==> config.mk <==
export PLATFORM = sky130hd
export DESIGN_NAME = pulse_period_speed_monitor_unit
export DESIGN_NICKNAME = d
export VERILOG_FILES = /design/src/rtl/core/ppsm_pkg.sv /design/src/rtl/core/ppsm_divider.sv /design/src/rtl/core/ppsm_multiplier.sv /design/src/rtl/core/pulse_period_speed_monitor_unit.sv
export SDC_FILE = /design/constraint.sdc
export NUM_CORES = 2
export LEC_CHECK = 0
export CORE_MARGIN = 1
export CORE_UTILIZATION = 45
export CTS_CLUSTER_DIAMETER = 30
export DETAILED_ROUTE_END_ITERATION = 8
export DONT_BUFFER_PORTS = 1
export GPL_TIMING_DRIVEN = 0
export HOLD_SLACK_MARGIN = 0.05
export PLACE_DENSITY = 0.65
export SYNTH_ARGS = -nofsm -noshare
export SYNTH_HDL_FRONTEND = slang
export SYNTH_SLANG_ARGS = --single-unit
export TNS_END_PERCENT = 100
==> constraint.sdc <==
create_clock -name aclk -period 7.2 [get_ports aclk]
set_input_delay 1.44 -clock aclk [delete_from_list [all_inputs] [get_ports aclk]]
set_output_delay 1.44 -clock aclk [all_outputs]
set_load 0.05 [all_outputs]
==> src/rtl/core/ppsm_pkg.sv <==
// shared types and constants for the pulse period speed monitor
package ppsm_pkg;

    // configuration register indexes
    localparam logic [1:0] REG_TIMER_FREQ = 2'd0;
    localparam logic [1:0] REG_THEO_SPEED = 2'd1;
    localparam logic [1:0] REG_INIT_NOM   = 2'd2;
    localparam logic [1:0] REG_STOP_THR   = 2'd3;

    // divider operand and step counter widths
    localparam int unsigned DIV_NUM_W = 56;
    localparam int unsigned DIV_DEN_W = 32;
    localparam int unsigned DIV_CNT_W = 6;

    // request from the sequencer to the shared divider
    typedef struct packed {
        logic                 start;
        logic [DIV_NUM_W-1:0] num;
        logic [DIV_DEN_W-1:0] den;
    } div_req_t;

    // answer from the divider
    typedef struct packed {
        logic                 done;
        logic [DIV_NUM_W-1:0] quo;
    } div_rsp_t;

endpackage

==> src/rtl/core/ppsm_divider.sv <==
// restoring radix-2 divider, one quotient bit per cycle
module ppsm_divider (
    input  logic               aclk,
    input  logic               aresetn,
    input  ppsm_pkg::div_req_t req,
    output ppsm_pkg::div_rsp_t rsp
);
    import ppsm_pkg::*;

    logic [DIV_NUM_W-1:0] quo_reg, quo_next;
    logic [DIV_DEN_W:0]   rem_reg, rem_next;
    logic [DIV_DEN_W-1:0] den_reg, den_next;
    logic [DIV_CNT_W-1:0] cnt_reg, cnt_next;
    logic                 busy_reg, busy_next;
    logic                 done_reg, done_next;
    logic [DIV_DEN_W:0]   trial;
    logic [DIV_DEN_W+1:0] diff;

    // one shift and subtract step per cycle
    always_comb begin
        quo_next  = quo_reg;
        rem_next  = rem_reg;
        den_next  = den_reg;
        cnt_next  = cnt_reg;
        busy_next = busy_reg;
        done_next = 1'b0;
        trial = {rem_reg[DIV_DEN_W-1:0], quo_reg[DIV_NUM_W-1]};
        diff  = {1'b0, trial} - {2'b00, den_reg};
        if (req.start) begin
            quo_next  = req.num;
            rem_next  = '0;
            den_next  = req.den;
            cnt_next  = '0;
            busy_next = 1'b1;
        end else if (busy_reg) begin
            if (!diff[DIV_DEN_W+1]) begin
                rem_next = diff[DIV_DEN_W:0];
                quo_next = {quo_reg[DIV_NUM_W-2:0], 1'b1};
            end else begin
                rem_next = trial;
                quo_next = {quo_reg[DIV_NUM_W-2:0], 1'b0};
            end
            cnt_next = cnt_reg + 1'b1;
            if (cnt_reg == DIV_CNT_W'(DIV_NUM_W - 1)) begin
                busy_next = 1'b0;
                done_next = 1'b1;
            end
        end
    end

    always_ff @(posedge aclk) begin
        quo_reg <= quo_next;
        rem_reg <= rem_next;
        den_reg <= den_next;
        cnt_reg <= cnt_next;
        if (!aresetn) begin
            busy_reg <= 1'b0;
            done_reg <= 1'b0;
        end else begin
            busy_reg <= busy_next;
            done_reg <= done_next;
        end
    end

    assign rsp.done = done_reg;
    assign rsp.quo  = quo_reg;

endmodule

==> src/rtl/core/ppsm_multiplier.sv <==
// shift and add multiplier, one multiplier bit per cycle
module ppsm_multiplier (
    input  logic        aclk,
    input  logic        aresetn,
    input  logic        start,
    input  logic [23:0] a,
    input  logic [31:0] b,
    output logic        done,
    output logic [55:0] prod
);
    logic [55:0] acc_reg, acc_next;
    logic [23:0] a_reg, a_next;
    logic [31:0] b_reg, b_next;
    logic [4:0]  cnt_reg, cnt_next;
    logic        busy_reg, busy_next;
    logic        done_reg, done_next;
    logic [56:0] sum_w;

    // multiplier bits consumed lsb first, partial sum shifted right with its carry
    always_comb begin
        acc_next  = acc_reg;
        a_next    = a_reg;
        b_next    = b_reg;
        cnt_next  = cnt_reg;
        busy_next = busy_reg;
        done_next = 1'b0;
        sum_w     = {1'b0, acc_reg};
        if (start) begin
            acc_next  = '0;
            a_next    = a;
            b_next    = b;
            cnt_next  = '0;
            busy_next = 1'b1;
        end else if (busy_reg) begin
            if (a_reg[0]) begin
                sum_w = {1'b0, acc_reg} + {1'b0, b_reg, 24'd0};
            end
            acc_next = sum_w[56:1];
            a_next   = {1'b0, a_reg[23:1]};
            cnt_next = cnt_reg + 1'b1;
            if (cnt_reg == 5'd23) begin
                busy_next = 1'b0;
                done_next = 1'b1;
            end
        end
    end

    always_ff @(posedge aclk) begin
        acc_reg <= acc_next;
        a_reg   <= a_next;
        b_reg   <= b_next;
        cnt_reg <= cnt_next;
        if (!aresetn) begin
            busy_reg <= 1'b0;
            done_reg <= 1'b0;
        end else begin
            busy_reg <= busy_next;
            done_reg <= done_next;
        end
    end

    assign done = done_reg;
    assign prod = acc_reg;

endmodule

==> src/rtl/core/pulse_period_speed_monitor_unit.sv <==
// Pulse period speed monitor: pairs of 16-bit capture stamps give a period,
// frequency timer_frequency*256/period, a running average and a belt speed.
// A stamp that only opens a pair passes through the wait and output states
// to the result register. A stamp that closes a pair takes two 56-bit
// divisions on a shared bit-serial divider (one quotient bit per cycle),
// then a serial multiply and a third division for the belt speed. On the
// step that captures the nominal the multiply and third division are
// skipped. One item is worked at a time; the next item is accepted the
// cycle after the result register is loaded, and the result register lets
// it enter while the previous result waits. A result that is still waiting
// when the next one is ready stalls the block until taken.
module pulse_period_speed_monitor_unit #(
    parameter int unsigned MAX_SAMPLES = 1000
) (
    input  logic         aclk,
    input  logic         aresetn,
    input  logic         s_tvalid,
    output logic         s_tready,
    // capture_stamp[15:0], calibration_active[16], test_over[17], zero fill
    input  logic [23:0]  s_tdata,
    output logic         m_tvalid,
    input  logic         m_tready,
    // measurement_valid[0], pulse_frequency[32:1], mean_freq[64:33],
    // belt_stop_seen[65], belt_stop_count[81:66], conv_rate[113:82],
    // nominal_store_request[114], nominal_speed_out[146:115], zero fill
    output logic [151:0] m_tdata,
    input  logic         cfg_we,
    input  logic [1:0]   cfg_index,
    input  logic [31:0]  cfg_wdata
);
    import ppsm_pkg::*;

    typedef enum logic [6:0] {
        ST_IDLE  = 7'b0000001,
        ST_FREQ  = 7'b0000010,
        ST_AVG   = 7'b0000100,
        ST_MUL   = 7'b0001000,
        ST_SPEED = 7'b0010000,
        ST_OUT   = 7'b0100000,
        ST_WAIT  = 7'b1000000
    } state_t;

    state_t state_reg, state_next;

    logic [23:0] tfreq_reg, theo_reg;
    logic [31:0] init_nom_reg;
    logic [15:0] thr_reg;

    logic [15:0] first_reg;
    logic [15:0] cnt_reg;
    logic [47:0] sum_reg;
    logic        capd_reg;
    logic [31:0] cap_nom_reg;
    logic [15:0] stop_reg;
    logic [31:0] belt_reg;
    logic [31:0] avg_reg;

    logic [15:0] stamp_reg;
    logic        cal_reg, done_in_reg;
    logic [31:0] freq_reg;
    logic        seen_reg, store_reg;

    logic         ob_valid_reg;
    logic [151:0] ob_data_reg;

    div_req_t    dreq;
    div_rsp_t    drsp;
    logic        mstart;
    logic        mdone;
    logic [55:0] mprod;

    logic [15:0] period;
    logic [31:0] nom_raw, nom_eff;
    logic [47:0] sum_new;
    logic [15:0] cnt_new;
    logic [31:0] avg_new;
    logic        pair_done;

    ppsm_divider u_div (
        .aclk    (aclk),
        .aresetn (aresetn),
        .req     (dreq),
        .rsp     (drsp)
    );

    ppsm_multiplier u_mul (
        .aclk    (aclk),
        .aresetn (aresetn),
        .start   (mstart),
        .a       (theo_reg),
        .b       (avg_new),
        .done    (mdone),
        .prod    (mprod)
    );

    assign s_tready  = (state_reg == ST_IDLE);
    assign m_tvalid  = ob_valid_reg;
    assign m_tdata   = ob_data_reg;

    // nominal in effect, zero used as one
    assign nom_raw = capd_reg ? cap_nom_reg : init_nom_reg;
    assign nom_eff = (nom_raw == 32'd0) ? 32'd1 : nom_raw;

    // period and running sums
    assign period  = ((stamp_reg - first_reg) == 16'd0) ? 16'd1 : (stamp_reg - first_reg);
    assign sum_new = sum_reg + {16'd0, drsp.quo[31:0]};
    assign cnt_new = cnt_reg + 16'd1;
    assign avg_new = drsp.quo[31:0];

    always_comb begin
        dreq       = '0;
        mstart     = 1'b0;
        state_next = state_reg;
        pair_done  = 1'b0;
        case (state_reg)
            ST_IDLE: begin
                if (s_tvalid) begin
                    state_next = ST_WAIT;
                end
            end
            ST_WAIT: begin
                if (first_reg == 16'd0) begin
                    state_next = ST_OUT;
                end else begin
                    dreq.start = 1'b1;
                    dreq.num   = {24'd0, tfreq_reg, 8'd0};
                    dreq.den   = {16'd0, period};
                    state_next = ST_FREQ;
                end
            end
            ST_FREQ: begin
                if (drsp.done) begin
                    dreq.start = 1'b1;
                    dreq.num   = {8'd0, sum_new};
                    dreq.den   = {16'd0, cnt_new};
                    state_next = ST_AVG;
                end
            end
            ST_AVG: begin
                if (drsp.done) begin
                    if (!capd_reg && done_in_reg) begin
                        state_next = ST_OUT;
                    end else begin
                        mstart     = 1'b1;
                        state_next = ST_MUL;
                    end
                end
            end
            ST_MUL: begin
                if (mdone) begin
                    dreq.start = 1'b1;
                    dreq.num   = mprod;
                    dreq.den   = nom_eff;
                    state_next = ST_SPEED;
                end
            end
            ST_SPEED: begin
                if (drsp.done) begin
                    state_next = ST_OUT;
                end
            end
            ST_OUT: begin
                if (!ob_valid_reg || m_tready) begin
                    pair_done  = 1'b1;
                    state_next = ST_IDLE;
                end
            end
            default: state_next = ST_IDLE;
        endcase
    end

    // state, configuration and accumulators
    always_ff @(posedge aclk) begin
        if (!aresetn) begin
            state_reg    <= ST_IDLE;
            tfreq_reg    <= 24'd10000;
            theo_reg     <= 24'd256;
            init_nom_reg <= 32'd256;
            thr_reg      <= 16'd128;
            first_reg    <= '0;
            cnt_reg      <= '0;
            sum_reg      <= '0;
            capd_reg     <= 1'b0;
            cap_nom_reg  <= '0;
            stop_reg     <= '0;
            belt_reg     <= '0;
            avg_reg      <= '0;
            ob_valid_reg <= 1'b0;
            seen_reg     <= 1'b0;
            store_reg    <= 1'b0;
            freq_reg     <= '0;
        end else begin
            state_reg <= state_next;
            if (cfg_we) begin
                case (cfg_index)
                    REG_TIMER_FREQ: tfreq_reg    <= cfg_wdata[23:0];
                    REG_THEO_SPEED: theo_reg     <= cfg_wdata[23:0];
                    REG_INIT_NOM:   init_nom_reg <= cfg_wdata;
                    REG_STOP_THR:   thr_reg      <= cfg_wdata[15:0];
                    default: ;
                endcase
            end
            if (state_reg == ST_WAIT) begin
                seen_reg  <= 1'b0;
                store_reg <= 1'b0;
                freq_reg  <= '0;
            end
            if (state_reg == ST_FREQ && drsp.done) begin
                freq_reg <= drsp.quo[31:0];
                sum_reg  <= sum_new;
                cnt_reg  <= cnt_new;
            end
            if (state_reg == ST_AVG && drsp.done) begin
                avg_reg <= avg_new;
                if (cnt_reg >= 16'(MAX_SAMPLES)) begin
                    cnt_reg <= '0;
                    sum_reg <= '0;
                end
                if (cal_reg && avg_new < {16'd0, thr_reg}) begin
                    seen_reg <= 1'b1;
                    if (stop_reg != 16'hFFFF) begin
                        stop_reg <= stop_reg + 16'd1;
                    end
                end
                if (!capd_reg && done_in_reg) begin
                    capd_reg    <= 1'b1;
                    cap_nom_reg <= avg_new;
                    store_reg   <= 1'b1;
                end
            end
            if (state_reg == ST_SPEED && drsp.done) begin
                belt_reg <= (drsp.quo[55:32] != 24'd0) ? 32'hFFFFFFFF : drsp.quo[31:0];
            end
            // result register valid flag
            if (pair_done) begin
                ob_valid_reg <= 1'b1;
            end else if (ob_valid_reg && m_tready) begin
                ob_valid_reg <= 1'b0;
            end
            if (pair_done) begin
                if (first_reg == 16'd0) begin
                    first_reg <= stamp_reg;
                end else begin
                    first_reg <= '0;
                end
            end
        end
    end

    // input capture and result register payload
    always_ff @(posedge aclk) begin
        if (s_tvalid && s_tready) begin
            stamp_reg   <= s_tdata[15:0];
            cal_reg     <= s_tdata[16];
            done_in_reg <= s_tdata[17];
        end
        if (pair_done) begin
            ob_data_reg <= {5'd0, nom_eff, store_reg, belt_reg, stop_reg, seen_reg,
                            avg_reg, freq_reg, (first_reg != 16'd0)};
        end
    end

endmodule

==> impl_metrics.yaml <==
grt:
  track_usage: 0.281
  grt_pass1_wl_mm: 166
  grt_start_max_net_pins: 57
  grt_pass1_vias: 26696
  grt-ovfl-total: 0
  antenna_found_initial: 4
drt:
  viasPerCell: 5.73
  antenna_left: 0
  drt-initial-drc-count: 2875
  via_count: 27863
  wirelength_mm: 112
  drt_first_pass_iters: 9
  wl_per_cell_um: 22.9
  route.detailed.drc: 0
cells_and_area:
  nNetsFinal: 3900
  layout_common_cells: "nand2_1, dfxtp_1, edfxtp_1, nor2_1, a21oi_1"
  fin_area_sq_um: 41700
  diodes: 0
  drive_gt1_frac: 0.0965
  largest_register_ffs: 147
  finalCoreUtilization: 0.546
  area_growth_pct: 19.5
  stdcell_count: 4865
  final_common_cell: "nand2_1"
worst_setup_path:
  rr_worst_depth: 9
  end_kind: "flop"
  r2r-start: "state_reg[2]$_SDFFE_PN0P_"
  crit_arrival_ns: 4.79
  worst-r2r-setup-slack_ns: 2.74
  r2r_end: "u_div.quo_reg[29]$_DFFE_PP_"
  critPathLaunchType: "flop"
  cp.required_ns: 7.53
  crit_fanout: 56
  critPathKind: "reg2reg"
timing:
  tightest_slew_ns: 1.41
  fmax_mhz: 224
  setup_viol: 0
  holdWs_ns: 0.426
  rsz0062_at_grt: "no"
  timing.final.crit_share: 0.619
  finalHoldViolCount: 0
  final.setup.tns_ns: 0
  slew_headroom: 0.0535
  period_needed_ns: 4.46
  skew_ns: 0.0322
  fin_ws_ns: 2.74
  final_max_slew_viol_count: 0
clocking:
  cts_root_buf: "clkbuf_16"
  tritoncts: "done"
  cts.sinks: 743
  clk_latency_ns: 0.73
  cts_buffer_depth: 3
  cts_repair_resize_count: 0
  cts_hold_buf: 0
  cts_buffers: 156
  cts_setup_buffers: 0
  htree_levels: 4
  clk_pin_slew_ns: 0.05
hold_path:
  hold_path_class: "reg2reg"
  min_from: "avg_reg[22]$_SDFFE_PN0P_"
  hold_path_end: "m_tdata[55]$_DFFE_PP_"
  hold_depth: 0
power:
  p_leak_nw: 15.8
  max-vdd-ir-drop_mv: 0.234
  power_density_nw_per_um2: 289
  total_power_mw: 12.1
synth:
  synthTopCellsByArea: "edfxtp_1, dfxtp_1, nand2_1, ha_1, a21boi_0"
  ys_ff_latch: 743
  ys_warn_count: 0
  ys_seq_area_frac: 0.515
  synth_top_cell_area_share: 0.266
  netlist_area_sq_um: 34900
  muxShareOfSynthArea: 0.0313
  yosys.area_share.simple: 0.148
  synth_edf_count: 309
  syn-instance-count: 3534
  synthDistinctLibCells: 86
  synth_compound_area_frac: 0.176
  syn_area_per_cell_sq_um: 9.87
  yosysTopAreaCell: "edfxtp_1"
  ys_dominant_reg_cell: "dfxtp_1"
  synth_xor_area_frac: 0.0412
  ys_async_sr_fraction: 0
  synth_top_family_by_area: "compound AO/OA/AOI/OAI gates"
  synthAdderAreaFrac: 0.0496
floorplanning:
  start_util: 0.457
  core_sq_um: 76300
  row_count: 101
  io_pins: 217
  die_x_um: 280
  die-height_um: 280
  die-area_sq_um: 78600
placement:
  portBuffers: 0
  hpwlAfterDp_mm: 79.0
  place_ws_ns: 2.95
  gp_congestion: 0.956
  dp_cells: 4573
  placed_area_sq_um: 36300
job:
  drv_cap: 0
run_status:
  outcome: "finished, final reports clean"
routing by layer:
metal	vias to the layer above	global-route usage	wire (um)
li1	13036	-	-
met1	13359	0.375	47500
met2	1204	0.442	50400
met3	258	0.0595	9080
met4	6	0.120	4590
met5	-	0	34
cells in the mapped netlist (all sizes together), types with 21 or more instances:
master and instances:
clkbuf 165, nor2b 58, o21ai 136, buf 48
and3 29, edfxtp 309, a22oi 58, xnor2 96
a21oi 204, nor4 22, nand4 39, nand3 79
nor2 210, dfxtp 434, o221a 32, a211oi 21
a31oi 29, xor2 68, mux2i 99, and2 27
a21o 69, nor3 31, ha 132, inv 135
a21boi 175, nand2 582
how the worst max path moves through the flow:
| stage | endpoint | cells after the start | start | slack (ns) |
|---|---|---|---|---|
| global route | u_div.quo_reg[29]$_DFFE_PP_ | 9 | state_reg[2]$_SDFFE_PN0P_ | 2.59 |
| detailed placement | u_div.quo_reg[15]$_DFFE_PP_ | 9 | state_reg[2]$_SDFFE_PN0P_ | 2.95 |
| global placement | m_tdata[108]$_DFFE_PP_ | 5 | m_tready | -2.13 |
| finish | u_div.quo_reg[29]$_DFFE_PP_ | 9 | state_reg[2]$_SDFFE_PN0P_ | 2.74 |
| floorplan | m_tdata[0]$_DFFE_PP_ | 5 | m_tready | 0.55 |
| CTS | u_div.quo_reg[29]$_DFFE_PP_ | 8 | first_reg[0]$_SDFFE_PN0P_ | 2.92 |
cells by family after synthesis:
logic type,Yosys count
simple gates,1147
compound gates,886
flops,743
buf+inv,349
xor+xnor,164
fa+ha+maj,136
mux,108
other cells,1
critical path, cell delays in order, from the launching register on:
cell      delay, ns
dfxtp_1        0.29
clkbuf_1       0.18
nor4_1         0.43
nor2b_1        0.25
nand3b_1       0.35
nor2_1         0.72
nor3_1         0.21
buf_2          0.31
buf_1          0.45
nand2b_4       0.82
power breakdown:
part           switching [mW]  total, mW  internal, mW
sequential             0.0565       4.48          4.42
clock                    2.46       7.20          4.74
combinational           0.242      0.381         0.139
total                    2.76       12.1          9.30
layout make-up:
| cell class | count | area [sq um] |
|---|---|---|
| clock inverter | 101 | 1040 |
| multi-input combinational | 2446 | 15600 |
| fill | 6787 | 34600 |
| clock buffer | 191 | 4360 |
| tap | 1030 | 1290 |
| timing repair buffer | 5 | 100 |
| buffer | 213 | 872 |
| sequential | 743 | 18000 |
| inverter | 136 | 510 |
Power figures use the tool's default switching activity.
